--- src/rtl/lad_pkg.sv ---
// Package for the linear array deque.
// Holds field widths, opcode and status codes, and the sequencer state type.
// No dependencies.
package lad_pkg;

    // Default number of entries
    localparam int LAD_DEPTH = 16;

    // Fixed field widths
    localparam int DATA_W = 32;
    localparam int OP_W   = 3;
    localparam int STAT_W = 2;
    localparam int OCC_W  = 5;

    // Operation codes (code 7 behaves as a query)
    localparam logic [OP_W-1:0] OP_PUSH_TAIL = 3'd0;
    localparam logic [OP_W-1:0] OP_POP_HEAD  = 3'd1;
    localparam logic [OP_W-1:0] OP_PUSH_HEAD = 3'd2;
    localparam logic [OP_W-1:0] OP_POP_TAIL  = 3'd3;
    localparam logic [OP_W-1:0] OP_QUERY     = 3'd4;
    localparam logic [OP_W-1:0] OP_CLEAR     = 3'd5;
    localparam logic [OP_W-1:0] OP_COMPACT   = 3'd6;

    // Status codes
    localparam logic [STAT_W-1:0] STAT_OK      = 2'd0;
    localparam logic [STAT_W-1:0] STAT_NO_ROOM = 2'd1;
    localparam logic [STAT_W-1:0] STAT_EMPTY   = 2'd2;

    // Sequencer states
    typedef enum logic [1:0] {
        S_IDLE,
        S_RESP,
        S_MOVE
    } state_t;

endpackage

--- src/rtl/linear_array_deque.sv ---
// Linear array deque: top level with entry memory, index registers and sequencer.
// Depends on lad_pkg.
//
//  channel | signals                                         | direction
//  --------+-------------------------------------------------+----------
//  in      | in_valid, in_stall, opcode, push_value          | input item
//  out     | out_valid, out_stall, popped_value, status,     | result item
//          | front_value, back_value, occupancy, full_flag,  |
//          | empty_flag                                      |
//
// Push, pop, query and clear pass through S_RESP: the accept cycle writes the memory
// and issues the reads of the new front and back, the next cycle loads the result.
// Compaction walks the entries in S_MOVE when head is above 0 and entries remain,
// one entry moved per cycle through the single write port of the entry memory,
// the last entry written after its read; else it goes straight to the result.
// Reset clears head, tail and the sequencer; memory contents are not cleared.
// A stalled result holds the output register; a new item is taken in the cycle
// the previous result leaves.
module linear_array_deque
    import lad_pkg::*;
#(
    parameter int DEPTH = LAD_DEPTH
)
(
    input  logic                     clk,
    input  logic                     rst_n,
    input  logic                     in_valid,
    output logic                     in_stall,
    input  logic [OP_W-1:0]          opcode,
    input  logic signed [DATA_W-1:0] push_value,
    output logic                     out_valid,
    input  logic                     out_stall,
    output logic signed [DATA_W-1:0] popped_value,
    output logic [STAT_W-1:0]        status,
    output logic signed [DATA_W-1:0] front_value,
    output logic signed [DATA_W-1:0] back_value,
    output logic [OCC_W-1:0]         occupancy,
    output logic                     full_flag,
    output logic                     empty_flag
);

    localparam int ADDR_W = (DEPTH > 1) ? $clog2(DEPTH) : 1;
    localparam int IDX_W  = $clog2(DEPTH + 1);
    localparam logic [IDX_W-1:0] IDX_DEPTH = IDX_W'(DEPTH);
    localparam logic [IDX_W-1:0] IDX_ZERO  = '0;
    localparam logic [IDX_W-1:0] IDX_ONE   = IDX_W'(1);
    localparam logic [ADDR_W-1:0] ADDR_ONE = ADDR_W'(1);

    // Entry memory, one write and two read ports, registered read data
    logic [DATA_W-1:0] mem [DEPTH];
    logic              mem_we;
    logic [ADDR_W-1:0] mem_waddr;
    logic [DATA_W-1:0] mem_wdata;
    logic [ADDR_W-1:0] rd_addr_a;
    logic [ADDR_W-1:0] rd_addr_b;
    logic [DATA_W-1:0] rd_a_reg;
    logic [DATA_W-1:0] rd_b_reg;

    // Control state
    state_t            state_reg, state_next;
    logic [IDX_W-1:0]  head_reg, head_next;
    logic [IDX_W-1:0]  tail_reg, tail_next;
    logic [ADDR_W-1:0] src_reg, src_next;
    logic [ADDR_W-1:0] dst_reg, dst_next;
    logic [IDX_W-1:0]  cnt_reg, cnt_next;
    logic              pend_reg, pend_next;
    logic              out_valid_reg, out_valid_next;

    // Payload state
    logic [DATA_W-1:0] front_cache_reg, front_cache_next;
    logic [DATA_W-1:0] back_cache_reg, back_cache_next;
    logic [DATA_W-1:0] fwd_val_reg;
    logic              fwd_a_reg, fwd_a_next;
    logic              fwd_b_reg, fwd_b_next;
    logic [DATA_W-1:0] popped_reg, popped_next;
    logic [STAT_W-1:0] status_reg, status_next;
    logic [DATA_W-1:0] out_popped_reg;
    logic [STAT_W-1:0] out_status_reg;
    logic [DATA_W-1:0] out_front_reg;
    logic [DATA_W-1:0] out_back_reg;
    logic [OCC_W-1:0]  out_occ_reg;
    logic              out_full_reg;
    logic              out_empty_reg;

    // Combinational helpers
    logic              accept;
    logic              load_out;
    logic              cur_empty;
    logic [IDX_W-1:0]  tail_m1;
    logic [DATA_W-1:0] front_now;
    logic [DATA_W-1:0] back_now;
    logic [IDX_W-1:0]  occ_now;

    assign accept    = in_valid && !in_stall;
    assign in_stall  = !((state_reg == S_IDLE) && (!out_valid_reg || !out_stall));
    assign cur_empty = (head_reg == tail_reg);
    assign tail_m1   = tail_next - IDX_ONE;
    assign occ_now   = tail_reg - head_reg;

    // Next state
    always_comb
    begin
        state_next = state_reg;
        case (state_reg)
            S_IDLE:
            begin
                if (accept)
                begin
                    state_next = (opcode == OP_COMPACT) ? S_MOVE : S_RESP;
                end
            end
            S_RESP:
            begin
                state_next = S_IDLE;
            end
            S_MOVE:
            begin
                if ((cnt_reg == IDX_ZERO) && !pend_reg)
                begin
                    state_next = S_IDLE;
                end
            end
            default:
            begin
                state_next = S_IDLE;
            end
        endcase
    end

    // Operation decode, index update, memory access and compaction walk
    always_comb
    begin
        head_next   = head_reg;
        tail_next   = tail_reg;
        popped_next = popped_reg;
        status_next = status_reg;
        src_next    = src_reg;
        dst_next    = dst_reg;
        cnt_next    = cnt_reg;
        pend_next   = 1'b0;
        mem_we      = 1'b0;
        mem_waddr   = tail_reg[ADDR_W-1:0];
        mem_wdata   = push_value;
        load_out    = 1'b0;

        case (state_reg)
            S_IDLE:
            begin
                if (accept)
                begin
                    popped_next = '0;
                    status_next = STAT_OK;
                    case (opcode)
                        OP_PUSH_TAIL:
                        begin
                            if (tail_reg == IDX_DEPTH)
                            begin
                                status_next = STAT_NO_ROOM;
                            end
                            else
                            begin
                                mem_we    = 1'b1;
                                mem_waddr = tail_reg[ADDR_W-1:0];
                                tail_next = tail_reg + IDX_ONE;
                            end
                        end
                        OP_POP_HEAD:
                        begin
                            if (cur_empty)
                            begin
                                status_next = STAT_EMPTY;
                            end
                            else
                            begin
                                popped_next = front_cache_reg;
                                head_next   = head_reg + IDX_ONE;
                            end
                        end
                        OP_PUSH_HEAD:
                        begin
                            if (head_reg == IDX_ZERO)
                            begin
                                status_next = STAT_NO_ROOM;
                            end
                            else
                            begin
                                head_next = head_reg - IDX_ONE;
                                mem_we    = 1'b1;
                                mem_waddr = head_next[ADDR_W-1:0];
                            end
                        end
                        OP_POP_TAIL:
                        begin
                            if (cur_empty)
                            begin
                                status_next = STAT_EMPTY;
                            end
                            else
                            begin
                                popped_next = back_cache_reg;
                                tail_next   = tail_reg - IDX_ONE;
                            end
                        end
                        OP_CLEAR:
                        begin
                            head_next = IDX_ZERO;
                            tail_next = IDX_ZERO;
                        end
                        OP_COMPACT:
                        begin
                            // Entries only move when head is above 0
                            head_next = IDX_ZERO;
                            tail_next = occ_now;
                            src_next  = head_reg[ADDR_W-1:0];
                            dst_next  = '0;
                            cnt_next  = (head_reg == IDX_ZERO) ? IDX_ZERO : occ_now;
                        end
                        default:
                        begin
                            // query and unused code: no change
                        end
                    endcase
                end
            end
            S_RESP:
            begin
                load_out = 1'b1;
            end
            S_MOVE:
            begin
                // Read one source entry per cycle, write it in the following cycle
                if (cnt_reg != IDX_ZERO)
                begin
                    src_next  = src_reg + ADDR_ONE;
                    cnt_next  = cnt_reg - IDX_ONE;
                    pend_next = 1'b1;
                end
                if (pend_reg)
                begin
                    mem_we    = 1'b1;
                    mem_waddr = dst_reg;
                    mem_wdata = rd_a_reg;
                    dst_next  = dst_reg + ADDR_ONE;
                end
                if ((cnt_reg == IDX_ZERO) && !pend_reg)
                begin
                    load_out = 1'b1;
                end
            end
            default:
            begin
            end
        endcase
    end

    // Read addresses: new front and back, or the compaction source
    assign rd_addr_a = (state_reg == S_MOVE) ? src_reg : head_next[ADDR_W-1:0];
    assign rd_addr_b = tail_m1[ADDR_W-1:0];
    assign fwd_a_next = mem_we && (state_reg == S_IDLE) && (mem_waddr == rd_addr_a);
    assign fwd_b_next = mem_we && (state_reg == S_IDLE) && (mem_waddr == rd_addr_b);

    // Front and back after the operation, with forwarding of the pushed item
    always_comb
    begin
        front_now = fwd_a_reg ? fwd_val_reg : rd_a_reg;
        back_now  = fwd_b_reg ? fwd_val_reg : rd_b_reg;
        front_cache_next = front_cache_reg;
        back_cache_next  = back_cache_reg;
        if (state_reg == S_RESP)
        begin
            front_cache_next = front_now;
            back_cache_next  = back_now;
        end
        out_valid_next = out_valid_reg;
        if (load_out)
        begin
            out_valid_next = 1'b1;
        end
        else if (out_valid_reg && !out_stall)
        begin
            out_valid_next = 1'b0;
        end
    end

    // Entry memory
    always_ff @(posedge clk)
    begin
        if (mem_we)
        begin
            mem[mem_waddr] <= mem_wdata;
        end
        rd_a_reg <= mem[rd_addr_a];
        rd_b_reg <= mem[rd_addr_b];
    end

    // Control registers
    always_ff @(posedge clk or negedge rst_n)
    begin
        if (!rst_n)
        begin
            state_reg     <= S_IDLE;
            head_reg      <= '0;
            tail_reg      <= '0;
            src_reg       <= '0;
            dst_reg       <= '0;
            cnt_reg       <= '0;
            pend_reg      <= 1'b0;
            out_valid_reg <= 1'b0;
            fwd_a_reg     <= 1'b0;
            fwd_b_reg     <= 1'b0;
        end
        else
        begin
            state_reg     <= state_next;
            head_reg      <= head_next;
            tail_reg      <= tail_next;
            src_reg       <= src_next;
            dst_reg       <= dst_next;
            cnt_reg       <= cnt_next;
            pend_reg      <= pend_next;
            out_valid_reg <= out_valid_next;
            fwd_a_reg     <= fwd_a_next;
            fwd_b_reg     <= fwd_b_next;
        end
    end

    // Payload registers
    always_ff @(posedge clk)
    begin
        front_cache_reg <= front_cache_next;
        back_cache_reg  <= back_cache_next;
        popped_reg      <= popped_next;
        status_reg      <= status_next;
        if (accept)
        begin
            fwd_val_reg <= push_value;
        end
        if (load_out)
        begin
            out_popped_reg <= popped_reg;
            out_status_reg <= status_reg;
            out_front_reg  <= cur_empty ? '0 :
                              ((state_reg == S_RESP) ? front_now : front_cache_reg);
            out_back_reg   <= cur_empty ? '0 :
                              ((state_reg == S_RESP) ? back_now : back_cache_reg);
            out_occ_reg    <= OCC_W'(occ_now);
            out_full_reg   <= (head_reg == IDX_ZERO) && (tail_reg == IDX_DEPTH);
            out_empty_reg  <= cur_empty;
        end
    end

    assign out_valid    = out_valid_reg;
    assign popped_value = out_popped_reg;
    assign status       = out_status_reg;
    assign front_value  = out_front_reg;
    assign back_value   = out_back_reg;
    assign occupancy    = out_occ_reg;
    assign full_flag    = out_full_reg;
    assign empty_flag   = out_empty_reg;

endmodule
--- config.mk ---
export PLATFORM = sky130hd
export DESIGN_NAME = linear_array_deque
export DESIGN_NICKNAME = d
export VERILOG_FILES = /design/src/rtl/lad_pkg.sv /design/src/rtl/linear_array_deque.sv
export SDC_FILE = /design/constraint.sdc
export NUM_CORES = 1
export LEC_CHECK = 0
export BUFFER_PORTS_ARGS = -buffer_cell sky130_fd_sc_hd__buf_2
export CAP_MARGIN = 20
export CORE_MARGIN = 1
export CORE_UTILIZATION = 35
export CTS_CLUSTER_DIAMETER = 80
export CTS_CLUSTER_SIZE = 28
export DETAILED_ROUTE_END_ITERATION = 8
export SLEW_MARGIN = 20
export SYNTH_ARGS = -nofsm -noshare
export SYNTH_HDL_FRONTEND = slang
export SYNTH_SLANG_ARGS = --single-unit
--- constraint.sdc ---
create_clock -name clk -period 5.4 [get_ports clk]
set_input_delay 0.54 -clock clk [delete_from_list [all_inputs] [get_ports clk]]
set_output_delay 0.54 -clock clk [all_outputs]
set_load 0.005 [all_outputs]
==> results of run 1 <==
-- Yosys cell counts, types with 6 or more instances --
master and count:
o22ai_1 134, xor2_1 9, buf_4 12, or3_1 6, nand3_1 16, mux2i_1 451, dfxtp_1 128, mux4_2 128
o21ai_0 16, and2_1 70, nand2_1 127, a21oi_1 86, dfrtp_1 29, o21ai_1 7, or4_1 32, buf_1 17
inv_1 25, nor3_1 14, clkbuf_1 67, ha_1 17, a21o_1 7, edfxtp_1 683, buf_2 54, nor2_1 137
xnor2_1 10
-- timing repair --
item,4_1_cts,5_1_grt
endpoints found under the setup margin,0,0
hold buffers,1,0
hold endpoints to repair,29,0
resized for setup,0,0
-- final cells by class --
| type | instances | area (um^2) | share of cell area, % |
|---|---|---|---|
| inverters | 27 | 111 | 0.277 |
| clock buffers | 60 | 1110 | 2.75 |
| repair buffers | 210 | 1440 | 3.58 |
| well taps | 1368 | 1710 | 4.25 |
| clock inverters | 8 | 97.6 | 0.243 |
| flip-flops and latches | 840 | 23800 | 59.1 |
| multi-input cells | 1341 | 12000 | 29.7 |
-- cell usage in the layout, fill, tap and decap left out, types with 7 or more instances in the layout --
cell type	count
inv_1	24
buf_12	18
o21ai_0	16
clkbuf_1	18
and2_1	69
buf_2	145
xor2_1	8
a21oi_1	86
or4_1	32
clkbuf_16	41
nor2_1	121
nor2_4	16
nor3_1	14
o22ai_1	134
mux4_2	128
dfrtp_1	27
mux2i_1	451
nand3_1	16
nand2_1	126
edfxtp_1	683
a21o_1	7
xnor2_1	10
dfxtp_1	128
ha_1	15
buf_4	46
-- worst max-delay path by stage --
stage                 start           end  slack, ps  depth (start not counted)
5_1_grt         tail_reg[0]   rd_a_reg[4]        610                         11
3_5_place_dp    tail_reg[0]   rd_a_reg[4]        890                         11
2_1_floorplan  state_reg[0]     mem[4][0]        790                         11
4_1_cts         tail_reg[0]   rd_a_reg[4]        880                         11
6_report        tail_reg[0]   rd_a_reg[4]        830                         11
3_3_place_gp    tail_reg[0]  rd_b_reg[11]       1040                         13
-- critical path, cell delays in order (launching register included) --
cell      delay [ps]
dfrtp_1          520
inv_1            150
ha_1             400
nand4_1          280
or2_4            590
a31oi_1          280
o311ai_4         310
buf_12           370
buf_4            530
mux2i_1          260
o22ai_1          110
or4_1            550
-- cells by family after synthesis --
logic type	share of synthesized area [%]
AO/OA/AOI/OAI	4.86
XOR/XNOR	0.609
adder cells (fa/ha/maj)	0.640
buffers and inverters	2.24
flip-flops	65.4
multiplexers	20.5
AND/OR/NAND/NOR	5.76
-- metrics by stage --
step                      setup slack (ps)  utilization, %  hold slack, ps  cells  cell area, um^2
final                                  829            39.3             121   3854            40200
after global routing                   609            39.3             101   3854            40200
after CTS                              879            39.3            94.8   3854            40200
after detailed placement               894            38.1             405   3785            39000
after global placement                1040            38.1             403   3785            39000
after floorplan                        788               -             244   2361            36400
-- metal layers --
layer	routed length (um)	vias up
met3	5860	139
met2	47200	630
li1	-	9325
met1	40900	11100
met4	2190	8
met5	58	-
-- power by group through the flow --
stage / logic (mW) / clock network, mW / registers (mW)
floorplan: 6.62 / 0 / 8.86
global placement: 9.38 / 0 / 8.95
detailed placement: 9.50 / 0 / 8.99
CTS: 9.52 / 3.60 / 8.84
global route: 10.2 / 3.80 / 8.93
finish: 9.47 / 3.52 / 8.83
==> results.py, run 1 <==
metrics = {
    "status": {
        "status": "completed",
    },
    "timing": {
        "hold_viol": 0,
        "min_period_ps": 4570,
        "fin_crit_sh_pct": 84.6,
        "slew_headroom_pct": 37.2,
        "setup_viol": 0,
        "tns_ps": 0,
        "rsz0062_at_grt": "no",
        "max_freq_ghz": 0.219,
        "max_slew.worst_pin.slew_ps": 941,
        "drv_slew": 0,
        "skew_ps": 26.9,
    },
    "detailed_routing": {
        "via_count": 21200,
        "ant_nets": 0,
        "wl_per_cell_um": 25.0,
        "first_iter_violations": 2104,
        "drc": 0,
        "vias_per_cell": 5.50,
        "wirelength_mm": 96.2,
        "first_pass_iters": 7,
    },
    "place": {
        "gp_congestion": 0.877,
        "dp_hpwl_mm": 58.6,
        "port_buffers": 145,
    },
    "power_and_ir_drop": {
        "power-per-cell-area_mw_per_mm2": 542,
        "total_power_mw": 21.8,
        "combPwrFrac_pct": 43.4,
        "p_leak_nw": 13.5,
        "p_sw_share_pct": 36.5,
        "p_switching_mw": 7.96,
        "p_seq_share_pct": 40.5,
        "clkPwrFrac_pct": 16.1,
        "irDropWorstVdd_v": 0.000455,
        "internal-power_mw": 13.9,
    },
    "yosys": {
        "synth.area.top_cells": "edfxtp_1 56%, mux2i_1 12%, mux4_2 7.9%",
        "synthCells": 2361,
        "avgSynthCellArea_um2": 15.4,
        "syn_nets": 2418,
        "synth_edf_count": 683,
        "async_reset_ff_share_pct": 3.45,
        "ys_seq_area_share_pct": 65.4,
        "syn_area_mm2": 0.0364,
        "ys_warn_count": 0,
        "synthFlopType": "edfxtp_1",
        "synth_top_area_share_pct": 56.4,
        "yosysTopAreaCell": "edfxtp_1",
        "yosysUniqueCellTypes": 71,
        "synth-seq-cells": 840,
    },
    "cts": {
        "clkSinkCount": 840,
        "cts_tree": "yes",
        "path_clk_slew_ps": 110,
        "htreeDepth": 2,
        "numCtsBuffers": 38,
        "clk-insertion-delay-late_ps": 620,
        "root_buffer": "clkbuf_16",
        "cts_buffer_depth": 3,
        "cts_setup_buffers": 0,
    },
    "die": {
        "rows": 117,
        "initial_core_util_pct": 35.5,
        "ios": 146,
        "coreArea_mm2": 0.102,
        "die_h_um": 324,
        "fp.dieArea_mm2": 0.105,
        "fp.dieW_um": 324,
    },
    "grt": {
        "top_usage_layer": "met2",
        "grt-ovfl-total": 0,
        "grt_max_degree": 107,
        "antenna_found_initial": 4,
        "grt_pass1_vias": 21600,
        "met3_usage_pct": 3.05,
        "track_usage_pct": 17.9,
        "met2_usage_pct": 30.5,
        "grt_pass1_wl_mm": 142,
        "met1_usage_pct": 23.7,
    },
    "cells_and_area": {
        "final_nets": 2515,
        "largest_register_ff_count": 512,
        "regMostFlops": "mem",
        "area_growth_pct": 10.7,
        "nFillCells": 9322,
        "diodes": 0,
        "layout-drive-gt1-share_pct": 17.5,
    },
    "setup_path": {
        "cp-end-kind": "flop",
        "cp.required_ps": 5880,
        "reg2reg_to": "rd_a_reg[4]",
        "start_kind": "flop",
        "cp.arrival_ps": 5050,
        "rr_worst_depth": 11,
        "timing.rr.start": "tail_reg[0]",
        "cp_max_fo": 68,
        "reg2reg_setup_slack_ps": 830,
        "critical_path_class": "flop to flop",
    },
    "run": {
        "drv_cap": 0,
    },
    "min_path": {
        "hold_end": "fwd_val_reg[23]",
        "hold-path-cell-count": 1,
        "min_from": "push_value[23]",
        "hp-class": "input pin to flop",
    },
}
(Power assumes the default switching activity.)
==> run 2: changes to the inputs <==
- clock period: 5.4 -> 3.92 ns (I/O delays scaled with it)
==> run 2 against run 1 <==
Against the previous run: clock power up 37%; via count increased by 2.0%; die area unchanged; first-iteration DRC count is 13% lower; non-clock buffer count rose by 86; critical endpoint is now rd_a_reg[7]; largest power group unchanged.
==> results.py, run 2 (synthesis gave the netlist of run 1 again) <==
metrics = {
    "status": {
        "status": "completed",
    },
    "cells_and_area": {
        "layout_commonest_cell": "edfxtp_1",
        "final_util_pct": 40.4,
        "layout-drive-gt1-share_pct": 19.1,
        "final_cell_mix": "683 x edfxtp_1, 451 x mux2i_1, 145 x buf_2, 134 x o22ai_1",
        "area_growth_pct": 13.7,
        "regMostFlops": "mem",
        "final_nets": 2601,
        "fin_area_mm2": 0.0413,
        "largest_register_ff_count": 512,
    },
    "die": {
        "rows": 117,
        "fp.dieArea_mm2": 0.105,
        "ios": 146,
        "coreArea_mm2": 0.102,
        "initial_core_util_pct": 35.5,
        "fp.dieW_um": 324,
        "die_h_um": 324,
    },
    "place": {
        "dpl_worst_slack_ps": 240,
        "dp_hpwl_mm": 63.5,
        "gp_congestion": 0.856,
        "port_buffers": 145,
        "placed_area_mm2": 0.0398,
    },
    "timing": {
        "max_freq_ghz": 0.268,
        "slew_headroom_pct": 37.3,
        "hold_viol": 0,
        "rsz0062_at_grt": "no",
        "worst_slack_ps": 184,
        "min_period_ps": 3740,
        "drv_slew": 0,
        "setup_viol": 0,
        "skew_ps": 20.2,
        "fin_crit_sh_pct": 95.3,
        "max_slew.worst_pin.slew_ps": 941,
    },
    "detailed_routing": {
        "first_pass_iters": 7,
        "via_count": 21600,
        "first_iter_violations": 1822,
        "vias_per_cell": 5.48,
        "drc": 0,
        "wirelength_mm": 99.2,
        "ant_nets": 0,
        "wl_per_cell_um": 25.2,
    },
    "setup_path": {
        "cp-end-kind": "flop",
        "cp.required_ps": 4410,
        "cp.arrival_ps": 4230,
        "critical_path_class": "flop to flop",
        "reg2reg_setup_slack_ps": 180,
        "reg2reg_to": "rd_a_reg[7]",
        "crit_top_cell": "buf_12",
        "path_cells": "ha_1, nand4_1, o311ai_2, a21o_1, nand3_1, o311ai_4, buf_12, buf_12, mux2i_1, o22ai_1, or4_1",
        "timing.rr.start": "tail_reg[3]",
        "cp_max_fo": 32,
        "critPathSlowestCell": "dfrtp_1",
        "critPathTopFamily": "simple AND/OR/NAND/NOR gates",
        "worst-path-buf-inv": 2,
        "start_kind": "flop",
        "rr_worst_depth": 11,
        "slowest_delay_ps": 510,
    },
    "cts": {
        "cts_buffer_depth": 3,
        "path_clk_slew_ps": 100,
        "clk-insertion-delay-late_ps": 620,
        "htreeDepth": 2,
        "cts_tree": "yes",
        "numCtsBuffers": 38,
        "clkSinkCount": 840,
        "root_buffer": "clkbuf_16",
        "cts_setup_buffers": 0,
    },
    "grt": {
        "track_usage_pct": 18.5,
        "grt_pass1_vias": 21700,
        "grt_pass1_wl_mm": 146,
        "grt_max_degree": 82,
        "grt-ovfl-total": 0,
        "antenna_found_initial": 10,
    },
    "min_path": {
        "hp-class": "input pin to flop",
        "hold_end": "fwd_val_reg[0]",
        "min_from": "push_value[0]",
        "hold-path-cell-count": 1,
    },
    "power_and_ir_drop": {
        "irDropWorstVdd_v": 0.000612,
        "p_leak_nw": 14.0,
        "power-per-cell-area_mw_per_mm2": 742,
    },
    "run": {
        "drv_cap": 0,
    },
}
run 2: worst max-delay path by stage:
stage | startpoint | end | slack (ps) | depth (start not counted)
final | tail_reg[3] | rd_a_reg[7] | 180 | 11
after global routing | tail_reg[3] | rd_b_reg[4] | 30 | 12
after CTS | tail_reg[3] | rd_a_reg[7] | 230 | 11
after detailed placement | tail_reg[3] | rd_a_reg[7] | 240 | 11
after global placement | tail_reg[3] | rd_a_reg[7] | 280 | 11
after floorplan | state_reg[0] | mem[11][0] | -40 | 11
run 2: power by group:
group	total (mW)	internal (mW)	switching, mW
Sequential	12.2	11.5	0.652
Clock	4.83	2.05	2.78
Combinational	13.7	6.03	7.64
Total	30.7	19.6	11.1
run 2: layout make-up:
cell class / count / area [um^2]
multi-input cells: 1341 / 12000
repair buffers: 296 / 2510
clock buffers: 60 / 1120
diodes: 1 / 2.50
clock inverters: 9 / 97.6
fillers: 9258 / 61000
flip-flops and latches: 840 / 23800
well taps: 1368 / 1710
inverters: 27 / 111
run 2: through the flow:
step / total power [mW] / hold WS, ps / instances / setup TNS [ps]
6_report: 30.7 / 26.9 / 3942 / 0
5_1_grt: 32.2 / 10.3 / 3941 / 0
4_1_cts: 30.9 / 10.6 / 3940 / 0
3_5_place_dp: 26.0 / 405 / 3841 / 0
3_3_place_gp: 25.9 / 403 / 3841 / 0
2_1_floorplan: 21.3 / 96.4 / 2361 / -6470
run 2: routing by layer:
layer	wire length, um	global-route usage [%]	up-vias
li1	-	-	9529
met3	6300	2.45	145
met2	48300	31.1	735
met1	42300	25.3	11200
met5	49	0	-
met4	2210	4.58	8
run 2: what timing repair did:
action	CTS	global route
hold buffers	30	1
endpoints found under the hold margin	58	1
gates resized for setup	0	1
setup endpoints to repair	0	1
==> run 3: changes to the inputs <==
- ABC_AREA: not set -> 1
- CTS_CLUSTER_DIAMETER: 80 -> 200
- PLACE_DENSITY: not set -> 0.52
==> run 3 against run 2 <==
Against the previous run: global-route usage up 3.9 points; critical path depth is 3 higher; sequential cell count did not move; critical endpoint is now rd_b_reg[29]; clock power down 4.1%; largest cell class unchanged; total power increased by 19%; sequential power barely moved; final area up 11%; synthesized cell count is 98% higher; largest power group unchanged; worst hold slack gained 13 ps; non-clock buffer count increased by 43; routed wire length is 37% higher.
==> results.py, run 3 <==
metrics = {
    "detailed_routing": {
        "first_iter_violations": 3635,
        "wirelength_mm": 136,
        "vias_per_cell": 5.30,
        "first_pass_iters": 6,
        "via_count": 33400,
        "drc": 0,
        "ant_nets": 0,
        "wl_per_cell_um": 21.6,
    },
    "place": {
        "port_buffers": 145,
        "gp_congestion": 0.889,
        "dp_hpwl_mm": 80.9,
        "placed_area_mm2": 0.0446,
    },
    "grt": {
        "grt_max_degree": 205,
        "grt-ovfl-total": 0,
        "grt_pass1_vias": 31500,
        "antenna_found_initial": 1,
        "track_usage_pct": 22.5,
        "grt_pass1_wl_mm": 204,
    },
    "min_path": {
        "hp-class": "input pin to flop",
    },
    "yosys": {
        "synthFlopType": "edfxtp_1",
        "synth_top_family_by_area": "simple AND/OR/NAND/NOR gates",
        "synthTopCellsByCount": "1,453 x nand3_1, 814 x nand2_1, 725 x inv_1",
        "ys_warn_count": 0,
        "syn_area_mm2": 0.0412,
        "synth-simple-area-share_pct": 27.4,
        "synth_mux_area_share_pct": 0,
        "yosysUniqueCellTypes": 37,
        "ys_seq_area_share_pct": 57.8,
        "yosysTopAreaCell": "edfxtp_1",
        "synth.area.top_cells": "edfxtp_1 50%, nand3_1 18%, nand2_1 7.4%",
        "synth-seq-cells": 840,
        "synth_compound_area_share_pct": 3.51,
        "async_reset_ff_share_pct": 3.45,
        "synth_edf_count": 683,
        "syn_nets": 4742,
        "synth.most_common_cell": "nand3_1",
        "synthCells": 4685,
        "synth_top_area_share_pct": 49.8,
        "avgSynthCellArea_um2": 8.78,
        "post_synth_xor_area_fraction_pct": 0.277,
        "synth-adder-area-share_pct": 0.565,
    },
    "cts": {
        "numCtsBuffers": 35,
        "clkSinkCount": 840,
        "cts_tree": "yes",
        "root_buffer": "clkbuf_16",
        "htreeDepth": 2,
        "path_clk_slew_ps": 120,
        "cts_buffer_depth": 3,
        "clk-insertion-delay-late_ps": 630,
        "cts_setup_buffers": 0,
    },
    "timing": {
        "fin_crit_sh_pct": 97.7,
        "slew_headroom_pct": 7.95,
        "max_freq_ghz": 0.261,
        "hold_viol": 0,
        "drv_slew": 0,
        "skew_ps": 25.5,
        "setup_viol": 0,
        "tns_ps": 0,
        "min_period_ps": 3830,
        "max_slew.worst_pin.slew_ps": 1380,
        "rsz0062_at_grt": "no",
    },
    "die": {
        "initial_core_util_pct": 35.4,
        "ios": 146,
        "fp.dieArea_mm2": 0.119,
        "coreArea_mm2": 0.116,
        "fp.dieW_um": 345,
        "die_h_um": 345,
        "rows": 125,
    },
    "cells_and_area": {
        "layout-drive-gt1-share_pct": 8.75,
        "seq_area_mm2": 0.0238,
        "final_cell_mix": "1,452 x nand3_1, 802 x nand2_1, 721 x inv_1, 683 x edfxtp_1, 188 x nor2_1",
        "fin_area_mm2": 0.0459,
        "largest_register_ff_count": 512,
        "nFillCells": 11700,
        "layout_commonest_cell": "nand3_1",
        "multi_input_area_mm2": 0.0133,
        "regMostFlops": "mem",
        "final_nets": 4799,
        "diodes": 0,
        "area_growth_pct": 11.5,
    },
    "power_and_ir_drop": {
        "p_switching_mw": 17.1,
        "p_leak_nw": 19.4,
        "internal-power_mw": 19.5,
        "clkPwrFrac_pct": 12.6,
        "irDropWorstVdd_v": 0.000699,
        "power-per-cell-area_mw_per_mm2": 798,
        "combPwrFrac_pct": 53.5,
        "p_sw_share_pct": 46.8,
        "p_seq_share_pct": 33.8,
    },
    "setup_path": {
        "critical_path_class": "flop to flop",
        "cp-end-kind": "flop",
        "reg2reg_setup_slack_ps": 90,
        "path_cells": "inv_1, ha_1, nand2_1, nor2_2, nand2_2, o21ai_2, o21ai_4, buf_16, buf_12, nand3_1, nand3_1, nand3_1, nand3_1, nand2_1",
        "slowest_delay_ps": 500,
        "critPathSlowestCell": "dfrtp_1",
        "cp.required_ps": 4430,
        "start_kind": "flop",
        "cp.arrival_ps": 4340,
        "cp_max_fo": 117,
        "crit_top_cell": "nand3_1",
    },
    "status": {
        "status": "completed",
    },
    "run": {
        "drv_cap": 0,
    },
}
==> run 3: through the flow <==
stage | hold slack (ps) | instances | setup slack [ps] | util [%] | power [mW]
global placement | 402 | 6205 | 295 | 38.3 | 31.6
floorplan | 96.4 | 4685 | 267 | - | 24.2
global route | 16.0 | 6292 | 41.1 | 39.4 | 38.9
detailed placement | 405 | 6205 | 191 | 38.3 | 31.6
finish | 40.0 | 6292 | 91.7 | 39.4 | 36.6
CTS | 8.25 | 6290 | 139 | 39.4 | 36.3
==> run 3: path summary, 6_finish.rpt <==
| kind | from | end | cells after the start |
|---|---|---|---|
| setup / recovery | tail_reg[0] | rd_b_reg[29] | 14 |
| hold / removal | out_stall | out_valid | 3 |
| min in group asynchronous | rst_n | cnt_reg[4] | 2 |
| setup reg to reg | tail_reg[0] | rd_b_reg[29] | 14 |
| max in group asynchronous | rst_n | fwd_a_reg | 2 |
| hold reg to reg | popped_reg[8] | popped_value[8] | 0 |
==> run 3: power by group through the flow <==
| stage | combinational (mW) | clock, mW | sequential (mW) |
|---|---|---|---|
| after global routing | 21.3 | 5.02 | 12.6 |
| after detailed placement | 19.1 | 0 | 12.6 |
| final | 19.6 | 4.63 | 12.4 |
| after floorplan | 11.8 | 0 | 12.4 |
| after CTS | 19.1 | 4.77 | 12.4 |
| after global placement | 19.0 | 0 | 12.6 |
==> run 3: layout make-up <==
type | count | share of cell area [%]
Inverter | 732 | 6.00
Multi-Input combinational cell | 2794 | 29.1
Timing Repair Buffer | 339 | 6.70
Sequential cell | 840 | 51.9
Clock buffer | 63 | 2.23
Tap cell | 1524 | 4.16
==> run 3: cells by family (layout without fill, tap and decap cells) <==
kind of cell               Yosys count  after routing
adders and majority gates           18             18
buffers and inverters             1051           1134
and+or+nand+nor                   2499           2499
DFF                                840            840
xor gates and xnor gates            13             13
AOI/OAI and AO/OA                  264            264
==> run 3: repair_timing <==
item / in CTS / in global routing
endpoints found under the setup margin: 0 / 18
hold buffers: 22 / 0
resized for setup: 0 / 4
hold endpoints to repair: 50 / 0
==> run 3: worst max-delay path: cells and delay by family (launching register included) <==
| family | cells | cell delay, ps |
|---|---|---|
| AOI/OAI and AO/OA | 2 | 460 |
| and+or+nand+nor | 8 | 980 |
| adders and majority gates | 1 | 360 |
| DFF | 1 | 500 |
| buffers and inverters | 3 | 1030 |
==> run 3: layer usage <==
metal	wire, um	GRT usage, %
met1	60000	32.1
met2	61300	35.5
met3	11300	3.27
met4	3540	6.07
met5	20	0
